==> src/hw/rtl/tgcw_pkg.sv <==
// Shared types, operation codes and constants for the text grid cursor writer.
`default_nettype none

package tgcw_pkg;

    // Classified operations passed from the front end to the back end.
    localparam logic [2:0] OP_PUT_PLAIN = 3'd0;
    localparam logic [2:0] OP_PUT_ESC2  = 3'd1;
    localparam logic [2:0] OP_PUT_ESC8  = 3'd2;
    localparam logic [2:0] OP_MOVE      = 3'd3;
    localparam logic [2:0] OP_CLEAR     = 3'd4;
    localparam logic [2:0] OP_READ      = 3'd5;

    // Request types as they arrive on the input port.
    localparam logic [1:0] REQ_PUT   = 2'd0;
    localparam logic [1:0] REQ_MOVE  = 2'd1;
    localparam logic [1:0] REQ_CLEAR = 2'd2;
    localparam logic [1:0] REQ_READ  = 2'd3;

    // Configuration register indexes.
    localparam logic REG_COLUMNS = 1'b0;
    localparam logic REG_ROWS    = 1'b1;

    localparam logic [7:0] COLUMNS_RESET = 8'd80;
    localparam logic [6:0] ROWS_RESET    = 7'd25;

    localparam int QUEUE_DEPTH = 2;

    localparam logic [31:0] CHAR_NEWLINE  = 32'd10;
    localparam logic [7:0]  CHAR_OPEN     = 8'h5B;
    localparam logic [7:0]  CHAR_ZERO     = 8'h30;
    localparam logic [7:0]  CHAR_X        = 8'h78;
    localparam logic [7:0]  CHAR_CLOSE    = 8'h5D;

    // Index of the last escape character for two and eight hex digits.
    localparam logic [3:0] ESC2_LAST = 4'd5;
    localparam logic [3:0] ESC8_LAST = 4'd11;

    typedef struct packed {
        logic [2:0]  op;
        logic [31:0] code;
        logic [7:0]  col;
        logic [7:0]  row;
        logic [3:0]  style;
        logic [31:0] link;
        logic [31:0] fore;
        logic [31:0] back;
        logic        rev;
    } entry_t;

    typedef struct packed {
        logic [15:0] ch;
        logic [3:0]  style;
        logic [31:0] link;
        logic [31:0] fore;
        logic [31:0] back;
        logic        rev;
    } cell_t;

    localparam cell_t CELL_BLANK = '{
        ch: 16'h0020, style: 4'h0, link: 32'h0, fore: 32'h0, back: 32'h0, rev: 1'b0
    };

    localparam cell_t CELL_ZERO = '{
        ch: 16'h0000, style: 4'h0, link: 32'h0, fore: 32'h0, back: 32'h0, rev: 1'b0
    };

    function automatic logic [7:0] hex_char(input logic [3:0] nibble);
        logic [7:0] wide;
        wide = {4'h0, nibble};
        if (nibble < 4'd10)
        begin
            return CHAR_ZERO + wide;
        end
        return 8'h37 + wide;
    endfunction

endpackage

`default_nettype wire

==> src/hw/rtl/tgcw_queue.sv <==
// Short queue of classified request words between the front and back ends.
`default_nettype none

module tgcw_queue (
    input  wire logic              clk,
    input  wire logic              rst_n,
    input  wire logic              push_valid,
    output logic                   push_ready,
    input  wire tgcw_pkg::entry_t  push_entry,
    output logic                   pop_valid,
    input  wire logic              pop_ready,
    output tgcw_pkg::entry_t       pop_entry
);

    localparam int PTR_W = (tgcw_pkg::QUEUE_DEPTH > 1) ? $clog2(tgcw_pkg::QUEUE_DEPTH) : 1;
    localparam int CNT_W = $clog2(tgcw_pkg::QUEUE_DEPTH + 1);
    localparam logic [PTR_W-1:0] LAST_SLOT = PTR_W'(tgcw_pkg::QUEUE_DEPTH - 1);

    tgcw_pkg::entry_t slots_reg [tgcw_pkg::QUEUE_DEPTH];
    logic [PTR_W-1:0] wr_ptr_reg;
    logic [PTR_W-1:0] wr_ptr_next;
    logic [PTR_W-1:0] rd_ptr_reg;
    logic [PTR_W-1:0] rd_ptr_next;
    logic [CNT_W-1:0] count_reg;
    logic [CNT_W-1:0] count_next;
    logic             do_push;
    logic             do_pop;

    assign push_ready = (count_reg != CNT_W'(tgcw_pkg::QUEUE_DEPTH));
    assign pop_valid  = (count_reg != '0);
    assign pop_entry  = slots_reg[rd_ptr_reg];
    assign do_push    = push_valid && push_ready;
    assign do_pop     = pop_valid && pop_ready;

    always_comb
    begin
        wr_ptr_next = wr_ptr_reg;
        rd_ptr_next = rd_ptr_reg;
        count_next  = count_reg;
        if (do_push)
        begin
            wr_ptr_next = (wr_ptr_reg == LAST_SLOT) ? '0 : wr_ptr_reg + 1'b1;
        end
        if (do_pop)
        begin
            rd_ptr_next = (rd_ptr_reg == LAST_SLOT) ? '0 : rd_ptr_reg + 1'b1;
        end
        if (do_push && !do_pop)
        begin
            count_next = count_reg + 1'b1;
        end
        else if (do_pop && !do_push)
        begin
            count_next = count_reg - 1'b1;
        end
    end

    always_ff @(posedge clk or negedge rst_n)
    begin
        if (!rst_n)
        begin
            wr_ptr_reg <= '0;
            rd_ptr_reg <= '0;
            count_reg  <= '0;
        end
        else
        begin
            wr_ptr_reg <= wr_ptr_next;
            rd_ptr_reg <= rd_ptr_next;
            count_reg  <= count_next;
        end
    end

    always_ff @(posedge clk)
    begin
        if (do_push)
        begin
            slots_reg[wr_ptr_reg] <= push_entry;
        end
    end

endmodule

`default_nettype wire

==> config.mk <==
export PLATFORM = sky130hd
export DESIGN_NAME = tgcw_queue
export DESIGN_NICKNAME = d
export VERILOG_FILES = /design/src/hw/rtl/tgcw_pkg.sv /design/src/hw/rtl/tgcw_queue.sv
export SDC_FILE = /design/constraint.sdc
export NUM_CORES = 1
export LEC_CHECK = 0
export ABC_AREA = 1
export BUFFER_PORTS_ARGS = -buffer_cell sky130_fd_sc_hd__buf_4
export CAP_MARGIN = 20
export CORE_MARGIN = 3
export CORE_UTILIZATION = 49
export DETAILED_ROUTE_END_ITERATION = 16
export GPL_TIMING_DRIVEN = 0
export PLACE_DENSITY = 0.75
export SYNTH_ARGS = -nofsm -noshare
export SYNTH_HDL_FRONTEND = slang
export SYNTH_SLANG_ARGS = --single-unit
==> constraint.sdc <==
create_clock -name clk -period 10.5 [get_ports clk]
set_input_delay 0 -clock clk [delete_from_list [all_inputs] [get_ports clk]]
set_output_delay 0 -clock clk [all_outputs]
set_load 0.01 [all_outputs]
**Word-level counts from Yosys, hierarchy flattened**

Memories as Yosys holds them, arrays and structs flattened.
Index checks and enable logic that the tools add are counted.

- Equal/unequal tests: 1
- Reductions and logical operators: 8
- Mux-type cells: 6
- $add $sub $neg: 4

Operators with widths:

| cell | count |
|---|---|
| logical AND 1 bit | 4 |
| 2-to-1 mux 1 bit | 4 |
| 2-to-1 mux 2 bit | 2 |
| nonzero test 2 bit | 2 |
| adder 1 bit (second input constant) | 2 |
| adder 2 x 1 -> 2 bit (second input constant) | 1 |
| zero test 1 bit | 2 |
| inequality test 2 bit (second input constant) | 1 |
| subtractor 2 x 1 -> 2 bit (second input constant) | 1 |

- Output and inout bits: 154
- Logic and storage cells: 23
- Memories kept: 1
- Register bits after elaboration: 4
- Input port bits: 156
- Bits in writable memories: 304

Memories:

| name | depth | bits a word | read ports | clocked after Yosys merged registers in | write ports | line | text |
|---|---|---|---|---|---|---|---|
| slots_reg | 2 | 152 | 1 | 0 | 1 | tgcw_queue.sv:19 | `tgcw_pkg::entry_t slots_reg [tgcw_pkg::QUEUE_DEPTH];` |

**Logic depth before layout (Yosys ltp)**

Gate-level depths: netlist of the first run.

- Word-level depth: 6
- Gate-level depth with buffers: 10

**Worst setup path before layout of the first run**

Ideal clock, no wire load.

- Path kind: reg2reg
- From: register count_reg[0]
- To: memory slots_reg[0][0] (netlist name) (enable)
- Stages on the path, launching flop included: 5
- Path slack: 2.852 ns
- Buffers on the path: 0
- Data arrival time: 6.983 ns
- Period minus slack after synthesis: 7.648 ns
- Cell sequence: dfrtp_1 inv_1 nand2_1 nand2_1 nor2_1

- Longest elaborated chain between the ends: 4

Ends and longest elaborated chain:

| element | line | text |
|---|---|---|
| start, declared | tgcw_queue.sv:24 | `logic [CNT_W-1:0] count_reg;` |
| start signal, assigned | tgcw_queue.sv:70 | `count_reg <= count_next;` |
| inequality test 2 bit | tgcw_queue.sv:29 | `assign push_ready = (count_reg != CNT_W'(tgcw_pkg::QUEUE_DEPTH));` |
| via push_ready | tgcw_queue.sv:8 | `output logic push_ready,` |
| logical AND 1 bit | tgcw_queue.sv:32 | `assign do_push = push_valid && push_ready;` |
| 2-to-1 mux 1 bit | tgcw_queue.sv:76 | `if (do_push)` |
| 2-to-1 mux 1 bit (not written as such) | tgcw_queue.sv:78 | `slots_reg[wr_ptr_reg] <= push_entry;` |
| end, declared | tgcw_queue.sv:19 |  |

The timed path passes the listed nets, and every way through them passes these cells.

**Worst setup path after layout of the first run**

- From: register count_reg[0]
- To: memory slots_reg[1][47] (netlist name) (enable)

- Longest elaborated chain between the ends: 4

Ends and longest elaborated chain:

| element | line |
|---|---|
| inequality test 2 bit | tgcw_queue.sv:29 |
| logical AND 1 bit | tgcw_queue.sv:32 |
| 2-to-1 mux 1 bit | tgcw_queue.sv:76 |
| 2-to-1 mux 1 bit (not written as such) | tgcw_queue.sv:78 |

No other way between the ends.

==> flow_summary.yaml, run 1 <==
status:
  status: "finished clean"
grt:
  grt_pass1_wl_um: 45150
  grt_pass1_vias: 8460
  antenna_found_initial: 3
  grt_overflow_total: 0
  grt_use_total_pct: 23.59
  grt_max_degree: 33
hold_path:
  hold_depth: 2
  min_from: "push_entry[133]"
  min_to: "slots_reg[0][133]"
  hold_class: "in -> reg"
clock_tree:
  h-tree-depth: 1
  cts_tree: "yes"
  hold_buffers: 156
  worstSkewPairLatency_ns: 0.54
  cts_root_buf: "clkbuf_16"
  cts_resized: 0
  numCtsBuffers: 31
  clk_pin_slew_worst_paths_ns: 0.06
  clockBufferDepth: 3
  cts_sinks: 308
  post_cts_buffers: 0
synth:
  synth_common_cells: "nand2_1 (466), edfxtp_1 (304), buf_2 (23)"
  synth.area.top_cells: "edfxtp_1 (81%), nand2_1 (16%), buf_2 (1.0%)"
  synth.distinct_cells: 14
  syn-cell-area_mm2: 0.01125
  ys.warnings.count: 0
  synthArstFlopShare_pct: 1.299
  synth_seq_cells: 308
  netlist_instances: 822
  avgSynthCellArea_um2: 13.69
  synth_edf_count: 304
  synth.most_common_cell: "nand2_1"
  syn_nets: 979
  synth.yosys.seq_area_share_pct: 82.00
  synth_area_leader_cell: "edfxtp_1"
  synth_top_area_share_pct: 81.11
  synth-main-ff-cell: "edfxtp_1"
layout:
  multi_input_area_mm2: 0.001818
  largest_reg_flops: 304
  syn2layout_area_growth_pct: 49.45
  design_area_mm2: 0.01682
  drive_gt1_share_pct: 29.64
  fillers: 1287
  regArea_mm2: 0.009229
  layout.nets: 1488
sta:
  fin_crit_sh_pct: 23.16
  fin_ws_ns: 8.068
  worst_slew_pin_slew_ns: 0.7586
  rsz0062_at_grt: "no"
  hold_viol: 0
  setup_viol: 0
  fin_skew_ns: 0.01595
  max_freq_ghz: 0.4113
  maxSlewHeadroom_pct: 49.31
  holdWs_ns: 0.1870
  finalMaxSlewViolations: 0
  period_minus_slack_ns: 2.432
setup_path:
  crit_type: "reg -> reg"
  r2r-start: "count_reg[0]"
  cp_max_fo: 29
  cp-start-kind: "flop"
  rr_endpoint: "slots_reg[1][47]"
  crit_required_ns: 10.73
  r2r_setup_slack_ns: 8.07
  worst_ep_arrival_time_ns: 2.66
  endpoint_kind: "flop"
  crit_path_start: "count_reg[0]"
  reg2regPathDepth: 7
route:
  drt-initial-drc-count: 506
  num_vias: 8123
  wl_per_cell_um: 18.49
  drt-total-wl_um: 30260
  dr.pass1.iters: 5
  viasPerCell: 4.962
  ant_nets: 0
  drc: 0
floorplan:
  die_area_mm2: 0.02482
  core_mm2: 0.02216
  row_count: 54
  start_util_pct: 50.78
  die_w_um: 157.6
  die_h_um: 157.6
  num_io_pins: 310
placement:
  placed_cell_area_mm2: 0.01418
  hpwl_um: 18260
  gp_congestion: 0.7862
  port_buffers: 309
  place_ws_ns: 8.097
job:
  drv_cap: 0
pwr:
  p_leak_uw: 0.007203
  ir_drop_uv: 180.6
  power_uw: 4578
  p_per_area_mw_per_mm2: 272.2
[cell families after synthesis]
family	synth area share [%]
adders and majority gates	0.1112
buffers and inverters	1.979
and+or+nand+nor	15.75
DFF	82.00
xor gates and xnor gates	0.1557
[cells in the final DEF (no fill, tap or decap), types with 4 or more instances in the layout]
cell type	count
buf_12	8
buf_2	23
buf_4	318
bufinv_16	7
clkbuf_1	5
clkbuf_16	31
clkinv_1	5
clkinv_2	4
dfrtp_1	4
diode_2	4
dlygate4sd3_1	156
edfxtp_1	304
inv_1	6
nand2_1	466
[worst max-delay path: stages, from the launching register on]
cell	delay, ns
dfrtp_1	0.39
inv_1	0.09
nand2_1	0.08
nand2_1	0.17
nor2_4	0.63
buf_12	0.29
buf_12	0.24
buf_16	0.21
[layout make-up]
class / instances / area share (%)
Antenna cell: 4 / 0.05951
Clock buffer: 36 / 4.724
Timing Repair Buffer: 476 / 24.52
Clock inverter: 19 / 1.614
Sequential cell: 308 / 54.87
Buffer: 33 / 1.153
Tap cell: 280 / 2.083
Multi-Input combinational cell: 474 / 10.81
Inverter: 7 / 0.1711
[where the power goes]
part | internal, uW | total [uW] | switching [uW] | leakage, uW
combinational | 697 | 1680 | 985 | 0.00382
clock | 709 | 1150 | 441 | 0.000511
sequential | 1680 | 1750 | 68.9 | 0.00288
total | 3080 | 4580 | 1490 | 0.00720
[worst max path at each step]
stage	endpoint	slack, ns	depth (start not counted)
final	slots_reg[1][47]	8.07	7
after global routing	slots_reg[1][50]	7.90	7
after CTS	slots_reg[1][45]	8.07	7
after detailed placement	slots_reg[1][47]	8.10	7
after global placement	slots_reg[1][47]	-0.82	4
after floorplan	slots_reg[0][0]	2.85	4
[layer usage]
metal  global-route usage (%)  up-vias  share of wire, %
li1                         -     3795                 -
met1                    27.22     3898                36
met2                    43.42      381                53
met3                    6.984       49               9.4
met4                    5.413        0               1.9
met5                        0        -                 0
[through the flow]
stage	std cells	setup TNS [ns]	util, %
floorplan	822	0	-
global placement	1411	-242.27	62.83
detailed placement	1422	0	64.00
CTS	1633	0	75.85
global route	1635	0	75.88
finish	1637	0	75.90
Note: power is estimated with default switching activity, not from simulation.
==> inputs of run 2 (changes only) <==
ABC_AREA = 0   (was 1)
clock period = 2.25 ns   (was 10.5 ns; I/O delays follow)
==> run 2 against run 1 <==
Effect of this change: via count down 19%; first-iteration DRC count shrank 44%; routed wire length down 12%; clock power grew to 4.5 times the previous value; combinational power rose to 4.4 times the previous value; clock-buffer cell count is 1 lower; synthesized cell count down 40%; critical path type is now reg -> out; highest routed layer unchanged.
==> flow_summary.yaml, run 2 <==
pwr:
  ir_drop_uv: 987.1
  p_leak_uw: 0.006634
  p_comb_share_pct: 35.5
  p_clk_share_pct: 24.9
  swShare_pct: 28.27
  power_frac_seq_pct: 39.5
  p_switching_uw: 5846
  p_per_area_mw_per_mm2: 1220
  internal_power_uw: 14830
status:
  status: "finished clean"
grt:
  grt_overflow_total: 0
  grt_max_degree: 71
  met1_usage_pct: 24.01
  grt_use_met3_pct: 5.687
  antenna_found_initial: 2
  grt_pass1_wl_um: 41030
  grt_use_total_pct: 20.42
  busiest_layer: "met2"
  grt_pass1_vias: 7244
  grt_use_met2_pct: 36.89
setup_path:
  cpMostUsedCell: "buf_6"
  cp_slowest_cell: "dfrtp_1"
  cpLargestDelayFamily: "buffers and inverters"
  reg2regPathDepth: 3
  cp.buffers_inverters: 4
  crit_required_ns: 2.25
  cp_cell_sequence: "buf_6 > buf_6 > buf_6 > mux2_4 > buf_4"
  crit_cells: 5
  max_stage_delay_ns: 0.34
  cp-start-kind: "flop"
  endpoint_kind: "output port"
  crit_type: "reg -> out"
  worst_ep_arrival_time_ns: 1.95
  cp_max_fo: 10
layout:
  design_area_mm2: 0.01694
  largest_reg_flops: 304
  drive_gt1_share_pct: 52.79
  instances_no_fill: 1338
  mostFrequentLayoutCells: "buf_4 (311), edfxtp_1 (304), dlygate4sd3_1 (156), mux2_2 (82), mux2_4 (70)"
  final_common_cell: "buf_4"
  syn2layout_area_growth_pct: 48.13
  layout.nets: 1155
placement:
  placed_cells: 1120
  port_buffers: 309
  gp_congestion: 0.7663
  placed_cell_area_mm2: 0.01433
  hpwl_um: 16230
floorplan:
  die_h_um: 158.8
  row_count: 55
  die_w_um: 158.8
  start_util_pct: 50.22
  core_mm2: 0.02278
  num_io_pins: 310
  die_area_mm2: 0.02521
clock_tree:
  clockBufferDepth: 3
  cts_root_buf: "clkbuf_16"
  cts_sinks: 308
  worstSkewPairLatency_ns: 0.55
  clk_pin_slew_worst_paths_ns: 0.06
  cts_resized: 0
  numCtsBuffers: 31
  h-tree-depth: 1
  cts_tree: "yes"
route:
  dr.pass1.iters: 4
  drt-initial-drc-count: 285
  viasPerCell: 4.892
  drc: 0
  drt-total-wl_um: 26550
  wl_per_cell_um: 19.84
  ant_nets: 0
  num_vias: 6546
synth:
  synth-main-ff-cell: "edfxtp_1"
  syn-cell-area_mm2: 0.01144
  synth_common_cells: "edfxtp_1 (304), mux2_2 (82), mux2_4 (70)"
  synth_top_area_share_pct: 79.81
  synth_area_leader_cell: "edfxtp_1"
  synth.yosys.seq_area_share_pct: 80.68
  synthArstFlopShare_pct: 1.299
  syn_nets: 648
  netlist_instances: 491
  synth_edf_count: 304
  synth_seq_cells: 308
  avgSynthCellArea_um2: 23.30
  synth.distinct_cells: 15
  synth.area.top_cells: "edfxtp_1 (80%), mux2_4 (9.2%), mux2_2 (8.1%)"
  ys.warnings.count: 0
  synth.most_common_cell: "edfxtp_1"
sta:
  maxSlewHeadroom_pct: 70.25
  rsz0062_at_grt: "no"
  period_minus_slack_ns: 1.951
  worst_slew_pin_slew_ns: 0.4463
  setup_viol: 0
  finalMaxSlewViolations: 0
  hold_viol: 0
  max_freq_ghz: 0.5126
  fin_crit_sh_pct: 86.71
  fin_skew_ns: 0.01501
job:
  drv_cap: 0
hold_path:
  hold_class: "in -> reg"
  hold_depth: 2
[run 2: cell count changes after synthesis, moves of 5 or more]
| cell | change |
|---|---|
| nand2_1 | -464 |
| inv_1 | -5 |
| buf_4 | -9 |
| mux2_2 | +82 |
| buf_2 | -15 |
| mux2_4 | +70 |
| buf_6 | +8 |
[run 2: cells by family (layout without fill, tap and decap cells)]
| kind of cell | Yosys count | in the layout | share of synthesized area (%) |
|---|---|---|---|
| xor+xnor | 5 | 5 | 0.3829 |
| flops | 308 | 308 | 80.68 |
| mux | 152 | 152 | 17.26 |
| buf+inv | 18 | 550 | 1.269 |
| simple gates | 7 | 7 | 0.2955 |
| fa+ha+maj | 1 | 1 | 0.1094 |
| other cells | 0 | 2 | 0 |
[run 2: timing repair]
action	CTS	global route
hold buffers	156	0
buffers inserted	0	2
hold endpoints to repair	324	0
endpoints found under the setup margin	0	28
[run 2: per-layer routing]
metal | wire, um | vias up
met5 | 0 | -
met4 | 646 | 0
met3 | 2011 | 49
met2 | 13710 | 283
met1 | 10180 | 3239
li1 | - | 2975
[run 2: final timing paths]
path                                           to  slack, ns             from
worst min register to register       count_reg[0]       0.55     count_reg[0]
worst max register to register  slots_reg[1][100]       0.39     count_reg[0]
worst min-delay path            slots_reg[1][144]       0.17  push_entry[144]
min in group asynchronous            count_reg[0]       0.38            rst_n
max in group asynchronous              wr_ptr_reg       1.71            rst_n
worst max-delay path                pop_entry[88]       0.30       rd_ptr_reg
[run 2: final cells by class]
class	instances	area, um2
multi-input cells	165	2092
flip-flops and latches	308	9229
inverters	1	3.754
clock buffers	35	790.8
clock inverters	23	239.0
repair buffers	474	4051
diodes	2	5.005
plain buffers	17	141.4
well taps	313	391.6
fillers	1232	5834
[run 2: per-stage QoR]
| stage | hold WS (ns) | total power [uW] | util, % | setup TNS [ns] | worst slack (ns) |
|---|---|---|---|---|---|
| floorplan | -0.2956 | 12200 | - | -256.54 | -1.038 |
| global placement | -0.2047 | 15060 | 62.22 | -522.05 | -2.015 |
| detailed placement | -0.1993 | 15340 | 62.92 | 0 | 0.05420 |
| CTS | 0.1364 | 20720 | 74.30 | 0 | 0.03915 |
| global route | 0.1519 | 21520 | 74.39 | 0 | 0.1990 |
| finish | 0.1739 | 20680 | 74.39 | 0 | 0.2990 |
[run 2: power by group through the flow]
stage / logic, uW / clock network, uW / registers [uW]
2_1_floorplan: 3940 / 0 / 8250
3_3_place_gp: 6720 / 0 / 8340
3_5_place_dp: 7060 / 0 / 8280
4_1_cts: 7310 / 5240 / 8160
5_1_grt: 7740 / 5510 / 8270
6_report: 7350 / 5160 / 8170
