`config.mk`:
```
export PLATFORM = sky130hd
export DESIGN_NAME = tgcw_front
export DESIGN_NICKNAME = d
export VERILOG_FILES = /design/src/hw/rtl/tgcw_pkg.sv /design/src/hw/rtl/tgcw_front.sv
export SDC_FILE = /design/constraint.sdc
export NUM_CORES = 1
export LEC_CHECK = 0
export BUFFER_PORTS_ARGS = -buffer_cell sky130_fd_sc_hd__buf_2
export CAP_MARGIN = 15
export CORE_AREA = 2 2 120 122
export DETAILED_ROUTE_END_ITERATION = 8
export DIE_AREA = 0 0 122 124
export HOLD_SLACK_MARGIN = 0.05
export PLACE_DENSITY = 0.73
export REMOVE_ABC_BUFFERS = 1
export SLEW_MARGIN = 5
export SYNTH_ARGS = -nofsm -noshare
export SYNTH_HDL_FRONTEND = slang
export SYNTH_SLANG_ARGS = --single-unit
export TNS_END_PERCENT = 1
```
`constraint.sdc`:
```
create_clock -name clk -period 9.6 [get_ports clk]
set_input_delay 0.96 -clock clk [delete_from_list [all_inputs] [get_ports clk]]
set_output_delay 0.96 -clock clk [all_outputs]
set_load 0.05 [all_outputs]
```
`src/hw/rtl/tgcw_pkg.sv`:
```
// Shared types, operation codes and constants for the text grid cursor writer.
`default_nettype none

package tgcw_pkg;

    // Classified operations passed from the front end to the back end.
    localparam logic [2:0] OP_PUT_PLAIN = 3'd0;
    localparam logic [2:0] OP_PUT_ESC2  = 3'd1;
    localparam logic [2:0] OP_PUT_ESC8  = 3'd2;
    localparam logic [2:0] OP_MOVE      = 3'd3;
    localparam logic [2:0] OP_CLEAR     = 3'd4;
    localparam logic [2:0] OP_READ      = 3'd5;

    // Request types as they arrive on the input port.
    localparam logic [1:0] REQ_PUT   = 2'd0;
    localparam logic [1:0] REQ_MOVE  = 2'd1;
    localparam logic [1:0] REQ_CLEAR = 2'd2;
    localparam logic [1:0] REQ_READ  = 2'd3;

    // Configuration register indexes.
    localparam logic REG_COLUMNS = 1'b0;
    localparam logic REG_ROWS    = 1'b1;

    localparam logic [7:0] COLUMNS_RESET = 8'd80;
    localparam logic [6:0] ROWS_RESET    = 7'd25;

    localparam int QUEUE_DEPTH = 2;

    localparam logic [31:0] CHAR_NEWLINE  = 32'd10;
    localparam logic [7:0]  CHAR_OPEN     = 8'h5B;
    localparam logic [7:0]  CHAR_ZERO     = 8'h30;
    localparam logic [7:0]  CHAR_X        = 8'h78;
    localparam logic [7:0]  CHAR_CLOSE    = 8'h5D;

    // Index of the last escape character for two and eight hex digits.
    localparam logic [3:0] ESC2_LAST = 4'd5;
    localparam logic [3:0] ESC8_LAST = 4'd11;

    typedef struct packed {
        logic [2:0]  op;
        logic [31:0] code;
        logic [7:0]  col;
        logic [7:0]  row;
        logic [3:0]  style;
        logic [31:0] link;
        logic [31:0] fore;
        logic [31:0] back;
        logic        rev;
    } entry_t;

    typedef struct packed {
        logic [15:0] ch;
        logic [3:0]  style;
        logic [31:0] link;
        logic [31:0] fore;
        logic [31:0] back;
        logic        rev;
    } cell_t;

    localparam cell_t CELL_BLANK = '{
        ch: 16'h0020, style: 4'h0, link: 32'h0, fore: 32'h0, back: 32'h0, rev: 1'b0
    };

    localparam cell_t CELL_ZERO = '{
        ch: 16'h0000, style: 4'h0, link: 32'h0, fore: 32'h0, back: 32'h0, rev: 1'b0
    };

    function automatic logic [7:0] hex_char(input logic [3:0] nibble);
        logic [7:0] wide;
        wide = {4'h0, nibble};
        if (nibble < 4'd10)
        begin
            return CHAR_ZERO + wide;
        end
        return 8'h37 + wide;
    endfunction

endpackage

`default_nettype wire

```
`src/hw/rtl/tgcw_front.sv`:
```
// Front end: takes request words from the input port and classifies them.
`default_nettype none

module tgcw_front (
    input  wire logic                 clk,
    input  wire logic                 rst_n,
    input  wire logic                 init_busy,
    input  wire logic                 in_valid,
    output logic                      in_stall,
    input  wire logic [1:0]           req_type,
    input  wire logic [31:0]          char_code,
    input  wire logic [7:0]           col,
    input  wire logic [7:0]           row,
    input  wire logic [3:0]           style_id,
    input  wire logic [31:0]          link_id,
    input  wire logic [31:0]          fore_colour,
    input  wire logic [31:0]          back_colour,
    input  wire logic                 reverse_video,
    output logic                      push_valid,
    input  wire logic                 push_ready,
    output tgcw_pkg::entry_t          push_entry
);

    logic             valid_reg;
    logic             valid_next;
    tgcw_pkg::entry_t entry_reg;
    tgcw_pkg::entry_t entry_next;
    tgcw_pkg::entry_t classified;
    logic             accept;

    always_comb
    begin
        classified.code  = char_code;
        classified.col   = col;
        classified.row   = row;
        classified.style = style_id;
        classified.link  = link_id;
        classified.fore  = fore_colour;
        classified.back  = back_colour;
        classified.rev   = reverse_video;
        case (req_type)
            tgcw_pkg::REQ_PUT:
            begin
                // Printable codes and newline go straight through; the rest become escapes.
                if (char_code inside {tgcw_pkg::CHAR_NEWLINE, [32'd32:32'd126],
                                      [32'd160:32'hFFFF]})
                begin
                    classified.op = tgcw_pkg::OP_PUT_PLAIN;
                end
                else if (char_code <= 32'hFF)
                begin
                    classified.op = tgcw_pkg::OP_PUT_ESC2;
                end
                else
                begin
                    classified.op = tgcw_pkg::OP_PUT_ESC8;
                end
            end
            tgcw_pkg::REQ_MOVE:  classified.op = tgcw_pkg::OP_MOVE;
            tgcw_pkg::REQ_CLEAR: classified.op = tgcw_pkg::OP_CLEAR;
            default:             classified.op = tgcw_pkg::OP_READ;
        endcase
    end

    assign in_stall   = init_busy || (valid_reg && !push_ready);
    assign accept     = in_valid && !in_stall;
    assign push_valid = valid_reg;
    assign push_entry = entry_reg;

    always_comb
    begin
        valid_next = valid_reg;
        entry_next = entry_reg;
        if (accept)
        begin
            valid_next = 1'b1;
            entry_next = classified;
        end
        else if (push_ready)
        begin
            valid_next = 1'b0;
        end
    end

    always_ff @(posedge clk or negedge rst_n)
    begin
        if (!rst_n)
        begin
            valid_reg <= 1'b0;
        end
        else
        begin
            valid_reg <= valid_next;
        end
    end

    always_ff @(posedge clk)
    begin
        entry_reg <= entry_next;
    end

endmodule

`default_nettype wire

```
; Word-level counts from Yosys, hierarchy flattened
; Cells that the tools add are included.
[word_totals]
ff_bits = 153
latchBits = 0
ramBits = 0
rom_bits = 0
in_bits = 156
output_inout_bits = 154
elab_cells = 33
mem_count = 0
[op_classes]
n_addsub = 0
n_mul = 0
div = 0
n_lt_le_gt_ge = 5
n_eq_ne = 3
n_shift = 0
n_mux = 5
bitwise_logic = 0
reduce_logical = 10
[op_table]
columns = cell, n
row1 = 32-bit by 4-bit == test with 1-bit output (second input constant), 1
row2 = 32-bit by 6-bit greater-or-equal comparator with 1-bit output (second input constant), 1
row3 = 32-bit by 8-bit greater-or-equal comparator with 1-bit output (second input constant), 1
row4 = 32-bit by 16-bit less-or-equal comparator with 1-bit output (second input constant), 1
row5 = 32-bit by 7-bit less-or-equal comparator with 1-bit output (second input constant), 1
row6 = 32-bit by 8-bit less-or-equal comparator with 1-bit output (second input constant), 1
row7 = 3-bit case mux with 3 select lines, 1
row8 = 1-bit logical AND, 4
row9 = 2-bit two-way mux, 2
row10 = 3-bit nonzero test, 1
row11 = 2-bit by 1-bit == test with 1-bit output (second input constant), 1
row12 = 2-bit == test (second input constant), 1
row13 = 1-bit logical NOT, 2
row14 = 2-bit logical NOT, 1
row15 = 1-bit two-way mux, 2
row16 = 2-bit nonzero test, 1
row17 = 1-bit logical OR, 1

; Logic depth before layout (Yosys ltp)
; Gate-level depths: netlist of run 1.
[logic_depth]
ltp_word = 6
depth_mapped = 3
mapped_depth_nobuf = 3

; Worst setup path before layout of run 1
; Ideal clock, no wire load.
[synth_path]
kind = input port to flip-flop
from = input push_ready
to = register entry_reg (netlist bit push_entry[0]) (enable)
setup_ns = 0.665
arrival_time_ns = 7.844
slack_ns = 1.091
cell_stages = 3
n_path_buf = 0
cell_sequence = nand2b_1 > nand2b_1 > nor2_1
[synth_via]
elab_chain_len = 5
[synth_lines]
columns = item, line
row1 = start: declaration, tgcw_front.sv:20  ; input wire logic push_ready,
row2 = 1-bit logical NOT, tgcw_front.sv:65  ; assign in_stall = init_busy || (valid_reg && !push_ready);
row3 = 1-bit logical AND, tgcw_front.sv:65
row4 = 1-bit logical OR, tgcw_front.sv:65
row5 = via in_stall, tgcw_front.sv:9  ; output logic in_stall,
row6 = 1-bit logical NOT, tgcw_front.sv:66  ; assign accept = in_valid && !in_stall;
row7 = 1-bit logical AND, tgcw_front.sv:66
row8 = via accept, tgcw_front.sv:29  ; logic accept;
row9 = end signal: assignment, tgcw_front.sv:99  ; entry_reg <= entry_next;
row10 = end: declaration, tgcw_front.sv:26  ; tgcw_pkg::entry_t entry_reg;
; The timed path passes the listed nets, and every way through them passes these cells.
; A chain may end at the register's enable or synchronous reset.

; Final worst setup path of run 1
[layout_path]
from = input push_ready
to = register entry_reg (netlist bit push_entry[113]) (enable)
[layout_via]
elab_chain_len = 5
[layout_lines]
columns = item, line
row1 = 1-bit logical NOT, tgcw_front.sv:65
row2 = 1-bit logical AND, tgcw_front.sv:65
row3 = 1-bit logical OR, tgcw_front.sv:65
row4 = 1-bit logical NOT, tgcw_front.sv:66
row5 = 1-bit logical AND, tgcw_front.sv:66
row6 = via accept, tgcw_front.sv:29
; The timed path passes the listed nets, and every way through them passes these cells.

==> results of run 1 <==
## worst max-delay path by stage
stage	startpoint	endpoint	slack, ns	depth (start not counted)
after detailed placement	init_busy	push_entry[9]	6.22	5
final	push_ready	push_entry[113]	6.67	6
after global routing	push_ready	push_entry[58]	6.46	6
after global placement	init_busy	push_entry[107]	6.30	5
after CTS	init_busy	push_entry[78]	6.65	5
after floorplan	push_ready	push_entry[0]	1.09	3
## per-layer routing
layer	global-route usage	up-vias
met3	0.0696	17
met1	0.144	1409
met5	0	-
met4	0.0632	4
li1	-	1387
met2	0.242	179
## layout make-up
| cell class | instances | area [um2] |
|---|---|---|
| clock buffers | 18 | 429 |
| fillers | 1148 | 6550 |
| multi-input cells | 19 | 163 |
| inverters | 3 | 11.3 |
| flip-flops and latches | 153 | 4590 |
| repair buffers | 311 | 1560 |
| well taps | 180 | 225 |
| clock inverters | 14 | 195 |
## cell usage in the layout, fill, tap and decap left out, types with 3 or more instances in the layout
cell type / netlist / routed
edfxtp_1: 152 / 152
clkbuf_16: 0 / 17
nor4_2: 5 / 5
bufinv_16: 0 / 4
buf_2: 0 / 309
inv_1: 3 / 3
## sequential cells by signal, summed over array words and instances (netlist names)
name and count:
push_entry 152, push_valid 1
## report_power, final
| part | internal, mW | switching, mW |
|---|---|---|
| logic | 0.0415 | 0.130 |
| clock network | 0.437 | 0.255 |
| registers | 0.770 | 0.00678 |
## per-stage QoR
| step | cells | area [um2] | setup WS, ns | hold WS (ns) |
|---|---|---|---|---|
| floorplan | 175 | 4760 | 1.09 | 0.664 |
| global placement | 666 | 6550 | 6.30 | 0.490 |
| detailed placement | 666 | 6550 | 6.22 | 0.517 |
| CTS | 698 | 7170 | 6.65 | 0.298 |
| global route | 698 | 7170 | 6.46 | 0.283 |
| finish | 698 | 7170 | 6.67 | 0.315 |
## worst register-to-register path, stage by stage, from the launching register on
cell      delay (ns)
dfrtp_1         0.38
nand2b_1        0.09
nand2b_1        0.10
nor2_4          0.08
buf_4           0.59
buf_4           0.95
## cells by family after synthesis
kind of cell           after synthesis  share of synthesized area
AO/OA/AOI/OAI                        5                    0.00866
buffers and inverters                4                    0.00446
flip-flops                         153                      0.963
AND/OR/NAND/NOR                     14                     0.0239
==> impl_metrics.py, run 1 <==
metrics = {
    "route": {
        "detail_route.wl_per_cell_um": 16.1,
        "viasPerCell": 4.29,
        "m1WireLength_um": 4000,
        "firstDrtPassIters": 4,
        "routed_wl_um": 11300,
        "routed-wl-met2_um": 5900,
        "route.met3.wl_um": 1170,
        "vias": 2996,
        "drc": 0,
        "drtIter0Drc": 119,
        "highest_layer": "met5",
        "drtAntennaViolNets": 0,
    },
    "timing": {
        "setup_viol": 0,
        "max_freq_mhz": 341,
        "setup_tns_ns": 0,
        "slew_headroom": 0.275,
        "worstMarginPinSlew_ns": 1.09,
        "hold_viol_final": 0,
        "finalWorstPathRequiredPeriod_ns": 2.93,
        "rsz0062_at_grt": "false",
        "skew_ns": 0.00933,
        "finalMaxSlewViolations": 0,
        "timing.final.crit_share": 0.305,
    },
    "clock_tree": {
        "clk_latency_ns": 0.41,
        "cts_root_buf": "clkbuf_16",
        "cts.path.max_buffers": 2,
        "tritoncts": "built",
        "cts_hold_buf": 0,
        "h-tree-depth": 4,
        "numCtsBuffers": 17,
        "post_cts_buffers": 0,
        "path_clk_slew_ns": 0.06,
        "clkSinkCount": 153,
        "ctsResizeCount": 0,
    },
    "placed_design": {
        "place_hpwl_um": 8640,
        "gp_congestion": 0.786,
        "port_buffers": 309,
    },
    "synth": {
        "ys_types": 16,
        "synth_edf_count": 152,
        "ys_warn_count": 0,
        "synth_top_area_frac": 0.958,
        "avgSynthCellArea_um2": 27.1,
        "seq_area_frac_synth": 0.963,
        "synth.most_common_cell": "edfxtp_1",
        "synthCells": 176,
        "yosys-top-cells-area": "edfxtp_1 96%, nor4_2 1.3%, dfrtp_1 0.53%",
        "yosys-top-cells-count": "152 x edfxtp_1, 5 x nor4_2, 3 x inv_1",
        "async_flop_share": 0.00654,
        "synth_flop_cell": "edfxtp_1",
        "synth.cell_area_um2": 4770,
        "synth_seq_cells": 153,
        "synth_top_area_cell": "edfxtp_1",
    },
    "grt": {
        "antenna_found_initial": 2,
        "grt_pass1_wl_um": 15200,
        "grt_pass1_vias": 2920,
        "grt-ovfl-total": 0,
        "grt_use_total": 0.141,
        "grt_start_max_net_pins": 92,
    },
    "final_layout": {
        "fin_nets": 661,
        "syn2layout_area_growth_pct": 50.5,
        "n_antenna_cell": 0,
        "drive_gt1_frac": 0.672,
        "fin_util": 0.523,
    },
    "worst_setup_path": {
        "critPathMaxFanout": 91,
        "worstPathArrival_ns": 2.95,
        "critical_path.reg2reg.endpoint": "push_entry[113]",
        "cp-end-kind": "register",
        "ff2ff_path_depth": 5,
        "path_buf_inv": 3,
        "cp_slowest_stage_delay_ns": 0.93,
        "r2r_start": "push_valid",
        "path_cells": "buf_2, nand2b_1, nand2b_1, nor2_4, buf_4, buf_4",
        "reg2reg_slack_ns": 6.94,
        "cp_top_family": "buffers and inverters",
        "cp-start-kind": "input port",
        "worstSetupPathType": "input port to register",
        "crit_required_ns": 9.62,
        "cp_slowest_cell": "buf_4",
    },
    "floorplan": {
        "pin_count": 310,
        "fp.dieArea_um2": 15100,
        "coreArea_um2": 13700,
        "start_util": 0.347,
        "chipHeight_um": 124,
        "core.rowCount": 43,
        "die_w_um": 122,
    },
    "min_path": {
        "worstHoldPathType": "input port to asynchronous set/reset pin",
    },
    "power_and_ir_drop": {
        "irDropWorstVdd_v": 0.000159,
        "p_leak_nw": 2.99,
        "p_per_area_nw_per_um2": 229,
        "power_mw": 1.64,
    },
    "run": {
        "drv_cap": 0,
    },
    "outcome": {
        "status": "complete, no violations",
    },
}
Power figures use the tool's default switching activity.
==> run 2, diff against run 1 <==
--- a/config.mk
+++ b/config.mk
@@ -5,13 +5,14 @@
 export SDC_FILE = /design/constraint.sdc
 export NUM_CORES = 1
 export LEC_CHECK = 0
+export ABC_AREA = 1
 export BUFFER_PORTS_ARGS = -buffer_cell sky130_fd_sc_hd__buf_2
 export CAP_MARGIN = 15
-export CORE_AREA = 2 2 120 122
+export CORE_AREA = 2 2 121 123
 export DETAILED_ROUTE_END_ITERATION = 8
-export DIE_AREA = 0 0 122 124
+export DIE_AREA = 0 0 123 125
 export HOLD_SLACK_MARGIN = 0.05
-export PLACE_DENSITY = 0.73
+export PLACE_DENSITY = 0.72
 export REMOVE_ABC_BUFFERS = 1
 export SLEW_MARGIN = 5
 export SYNTH_ARGS = -nofsm -noshare
==> constraint.sdc (replaced) <==
create_clock -name clk -period 2.9 [get_ports clk]
set_input_delay 0.29 -clock clk [delete_from_list [all_inputs] [get_ports clk]]
set_output_delay 0.29 -clock clk [all_outputs]
set_load 0.05 [all_outputs]
==> run 2 against run 1 <==
Worst hold slack got worse by 0.25 ns; first-iteration DRC count rose by 84%; critical path depth fell by 3; power rose to 3.2 times the previous value; critical path type is now register to output port; largest cell class unchanged.
==> impl_metrics.py, run 2 <==
metrics = {
    "outcome": {
        "status": "complete, no violations",
    },
    "synth": {
        "synth_top_area_cell": "edfxtp_1",
        "synth_top_area_frac": 0.948,
        "synth.most_common_cell": "edfxtp_1",
        "ys_types": 14,
        "yosys-top-cells-area": "edfxtp_1 95%, nor2_1 1.6%, nand2_1 1.2%",
        "seq_area_frac_synth": 0.953,
        "avgSynthCellArea_um2": 23.3,
        "synth_seq_cells": 153,
        "yosys-top-cells-count": "152 x edfxtp_1, 20 x nor2_1, 15 x nand2_1",
        "ys_warn_count": 0,
        "synth_edf_count": 152,
        "synth_flop_cell": "edfxtp_1",
        "synthCells": 207,
        "async_flop_share": 0.00654,
        "synth.cell_area_um2": 4820,
    },
    "timing": {
        "worstMarginPinSlew_ns": 0.396,
        "rsz0062_at_grt": "false",
        "hold_viol_final": 0,
        "skew_ns": 0.00534,
        "setup_viol": 0,
        "finalMaxSlewViolations": 0,
        "max_freq_mhz": 598,
        "finalWorstPathRequiredPeriod_ns": 1.67,
        "timing.final.crit_share": 0.577,
        "slew_headroom": 0.736,
        "setup_tns_ns": 0,
    },
    "final_layout": {
        "instances_no_fill": 843,
        "final_cell_mix": "309 x buf_2, 152 x edfxtp_1, 111 x dlygate4sd3_1, 19 x nor2_1, 17 x clkbuf_16",
        "final_common_cell": "buf_2",
        "stdcell_area_um2": 8280,
        "multi_input_area_um2": 200,
        "drive_gt1_frac": 0.519,
        "fin_util": 0.583,
        "seqCellArea_um2": 4590,
        "n_antenna_cell": 0,
        "fin_nets": 803,
        "largest_register_ffs": 152,
        "fillers": 1102,
        "syn2layout_area_growth_pct": 71.9,
    },
    "clock_tree": {
        "numCtsBuffers": 17,
        "cts.path.max_buffers": 2,
        "clk_latency_ns": 0.40,
        "post_cts_buffers": 0,
        "cts_root_buf": "clkbuf_16",
        "h-tree-depth": 4,
        "tritoncts": "built",
        "clkSinkCount": 153,
        "path_clk_slew_ns": 0.06,
    },
    "route": {
        "firstDrtPassIters": 6,
        "routed_wl_um": 13300,
        "vias": 3555,
        "viasPerCell": 4.22,
        "drtAntennaViolNets": 0,
        "drtIter0Drc": 219,
        "detail_route.wl_per_cell_um": 15.7,
        "drc": 0,
    },
    "worst_setup_path": {
        "worstPathArrival_ns": 1.38,
        "crit_required_ns": 2.61,
        "cp-end-kind": "output port",
        "cp-start-kind": "register",
        "critPathMaxFanout": 2,
        "worstSetupPathType": "register to output port",
    },
    "floorplan": {
        "pin_count": 310,
        "start_util": 0.339,
        "chipHeight_um": 125,
        "die_w_um": 123,
        "core.rowCount": 44,
        "coreArea_um2": 14200,
        "fp.dieArea_um2": 15400,
    },
    "grt": {
        "top_usage_layer": "met2",
        "grt_pass1_wl_um": 18600,
        "antenna_found_initial": 0,
        "grt_start_max_net_pins": 77,
        "use_met2": 0.309,
        "grt_pass1_vias": 3722,
        "grtUsageMet3": 0.0712,
        "grt-ovfl-total": 0,
        "gr-usage-met1": 0.155,
        "grt_use_total": 0.167,
    },
    "power_and_ir_drop": {
        "power_mw": 5.25,
        "p_per_area_nw_per_um2": 635,
        "p_leak_nw": 3.49,
        "irDropWorstVdd_v": 0.000305,
    },
    "run": {
        "drv_cap": 0,
    },
    "min_path": {
        "worstHoldPathType": "input port to register",
    },
    "placed_design": {
        "placed_area_um2": 6640,
        "dp.cells": 701,
        "port_buffers": 309,
        "place_hpwl_um": 9050,
        "gp_congestion": 0.876,
    },
}
==> run 2: worst paths after layout <==
| path | startpoint | to | slack [ns] | depth (start not counted) |
|---|---|---|---|---|
| setup / recovery | push_valid | in_stall | 1.23 | 3 |
| hold / removal | link_id[6] | push_entry[71] | 0.07 | 1 |
| setup reg to reg | push_valid | push_entry[113] | 1.24 | 4 |
| hold reg to reg | push_valid | push_valid | 0.56 | 2 |
| max in group asynchronous | rst_n | push_valid | 2.61 | 2 |
| min in group asynchronous | rst_n | push_valid | 0.20 | 2 |
==> run 2: final cells by class <==
cell class	instances	share of cell area
Tap cell	184	0.0278
Inverter	8	0.00363
Multi-Input combinational cell	45	0.0242
Sequential cell	153	0.554
Clock buffer	17	0.0514
Clock inverter	14	0.0127
Timing Repair Buffer	422	0.326
==> run 2: critical path: stages, from the launching register on <==
cell and delay [ns]:
dfrtp_1 0.35, inv_1 0.05, o21bai_1 0.25, buf_2 0.32
==> run 2: power by group <==
group / total [mW] / internal (mW) / leakage (nW) / switching (mW)
logic: 0.704 / 0.240 / 1.80 / 0.464
clock network: 1.98 / 1.16 / 0.265 / 0.816
registers: 2.57 / 2.55 / 1.43 / 0.0242
==> run 2: cell families after synthesis <==
logic type	Yosys count	share of synthesized area
AO/OA/AOI/OAI	4	0.00520
flip-flops	153	0.953
buffers and inverters	9	0.00701
AND/OR/NAND/NOR	41	0.0348
==> run 2: stage by stage <==
step | hold WS [ns] | setup slack [ns]
detailed placement | 0.0700 | 1.19
floorplan | -0.00559 | -5.24
CTS | 0.0501 | 1.20
finish | 0.0701 | 1.23
global placement | 0.0662 | 1.24
global route | 0.0508 | 1.15
==> run 2: per-layer routing <==
metal / share of wire / vias to the layer above
met4: 0.021 / 0
met3: 0.11 / 25
met5: 0 / -
met1: 0.34 / 1653
li1: - / 1672
met2: 0.54 / 205
==> run 2: repair_timing <==
action                                 CTS  global route
hold buffers                           110             1
gates resized for setup                  0             0
endpoints found under the hold margin  110             1
==> run 3, diff against run 2 <==
--- a/config.mk
+++ b/config.mk
@@ -5,14 +5,14 @@
 export SDC_FILE = /design/constraint.sdc
 export NUM_CORES = 1
 export LEC_CHECK = 0
-export ABC_AREA = 1
+export ABC_AREA = 0
 export BUFFER_PORTS_ARGS = -buffer_cell sky130_fd_sc_hd__buf_2
 export CAP_MARGIN = 15
-export CORE_AREA = 2 2 121 123
+export CORE_AREA = 2 2 120 122
 export DETAILED_ROUTE_END_ITERATION = 8
-export DIE_AREA = 0 0 123 125
+export DIE_AREA = 0 0 122 124
 export HOLD_SLACK_MARGIN = 0.05
-export PLACE_DENSITY = 0.72
+export PLACE_DENSITY = 0.73
 export REMOVE_ABC_BUFFERS = 1
 export SLEW_MARGIN = 5
 export SYNTH_ARGS = -nofsm -noshare
==> constraint.sdc (replaced) <==
create_clock -name clk -period 1.62 [get_ports clk]
set_input_delay 0.162 -clock clk [delete_from_list [all_inputs] [get_ports clk]]
set_output_delay 0.162 -clock clk [all_outputs]
set_load 0.05 [all_outputs]
==> run 3 against run 2 <==
The run now fails in clock tree synthesis; synthesized area fell by 1.0%; synthesized cell count fell by 15%.
==> impl_metrics.py, run 3 <==
metrics = {
    "clock_tree": {
        "clkSinkCount": 153,
        "numCtsBuffers": 17,
        "post_cts_buffers": 0,
        "ctsResizeCount": 0,
        "h-tree-depth": 4,
        "cts.path.max_buffers": 2,
        "cts_hold_buf": 141,
        "cts_root_buf": "clkbuf_16",
    },
    "synth": {
        "ys_warn_count": 0,
        "synth_top_area_cell": "edfxtp_1",
        "avgSynthCellArea_um2": 27.1,
        "synth_seq_cells": 153,
        "yosys-top-cells-count": "152 x edfxtp_1, 5 x nor4_2, 3 x inv_1",
        "ys_types": 16,
        "async_flop_share": 0.00654,
        "synth_top_area_frac": 0.958,
        "synth.most_common_cell": "edfxtp_1",
        "synth_flop_cell": "edfxtp_1",
        "seq_area_frac_synth": 0.963,
        "synth.cell_area_um2": 4770,
        "synth_edf_count": 152,
        "synthCells": 176,
        "yosys-top-cells-area": "edfxtp_1 96%, nor4_2 1.3%, dfrtp_1 0.53%",
    },
    "floorplan": {
        "pin_count": 310,
        "die_w_um": 122,
        "start_util": 0.347,
        "core.rowCount": 43,
        "chipHeight_um": 124,
    },
    "outcome": {
        "status": "aborted with a tool error",
        "error": "[ERROR RSZ-0060] Max buffer count reached.",
        "stop_stage": "clock tree synthesis",
    },
    "placed_design": {
        "dp.cells": 671,
        "gp_congestion": 0.790,
        "port_buffers": 309,
    },
}
-- run 3: cell families after synthesis --
family,synth area share
flip-flops,0.963
AND/OR/NAND/NOR,0.0239
AO/OA/AOI/OAI,0.00866
buffers and inverters,0.00446
-- run 3: stage by stage --
stage               cell area [um2]  setup slack [ns]  setup TNS (ns)
global placement               6640             0.233               0
detailed placement             6640             0.194               0
floorplan                      4760             -6.54         -993.47
==> run 4, diff against run 3 <==
--- a/config.mk
+++ b/config.mk
@@ -11,8 +11,7 @@
 export CORE_AREA = 2 2 120 122
 export DETAILED_ROUTE_END_ITERATION = 8
 export DIE_AREA = 0 0 122 124
-export HOLD_SLACK_MARGIN = 0.05
-export PLACE_DENSITY = 0.73
+export PLACE_DENSITY_LB_ADDON = 0.15
 export REMOVE_ABC_BUFFERS = 1
 export SLEW_MARGIN = 5
 export SYNTH_ARGS = -nofsm -noshare
==> run 4 against run 3 <==
The flow again stops in clock tree synthesis; synthesized cell count unchanged; synthesized area unchanged.
==> impl_metrics.py, run 4 <==
metrics = {
    "floorplan": {
        "start_util": 0.347,
        "die_w_um": 122,
        "core.rowCount": 43,
        "pin_count": 310,
        "chipHeight_um": 124,
    },
    "clock_tree": {
        "cts_root_buf": "clkbuf_16",
        "h-tree-depth": 4,
        "cts_hold_buf": 141,
        "cts.path.max_buffers": 2,
        "numCtsBuffers": 17,
        "post_cts_buffers": 0,
        "ctsResizeCount": 0,
        "clkSinkCount": 153,
    },
    "synth": {
        "ys_warn_count": 0,
        "synthCells": 176,
        "synth.cell_area_um2": 4770,
        "synth_top_area_frac": 0.958,
        "synth_top_area_cell": "edfxtp_1",
        "yosys-top-cells-count": "152 x edfxtp_1, 5 x nor4_2, 3 x inv_1",
        "async_flop_share": 0.00654,
        "synth_flop_cell": "edfxtp_1",
        "synth_edf_count": 152,
        "avgSynthCellArea_um2": 27.1,
        "seq_area_frac_synth": 0.963,
        "ys_types": 16,
        "synth.most_common_cell": "edfxtp_1",
        "yosys-top-cells-area": "edfxtp_1 96%, nor4_2 1.3%, dfrtp_1 0.53%",
        "synth_seq_cells": 153,
    },
    "placed_design": {
        "gp_congestion": 0.761,
        "port_buffers": 309,
        "place_hpwl_um": 9450,
    },
    "outcome": {
        "status": "aborted with a tool error",
        "error": "[ERROR RSZ-0060] Max buffer count reached.",
        "stop_stage": "clock tree synthesis",
    },
}
-- run 4: cell counts after synthesis --
Identical to the previous run, type by type.
-- run 4: metrics by stage --
step	hold slack, ns	cell area (um2)	std cells	setup slack (ns)
floorplan	-0.134	4760	175	-6.54
global placement	-0.0617	6640	670	0.185
detailed placement	-0.0625	6640	670	0.148
-- run 4: logic make-up after synthesis --
logic type	synth area share
flops	0.963
compound gates	0.00866
buf+inv	0.00446
simple gates	0.0239
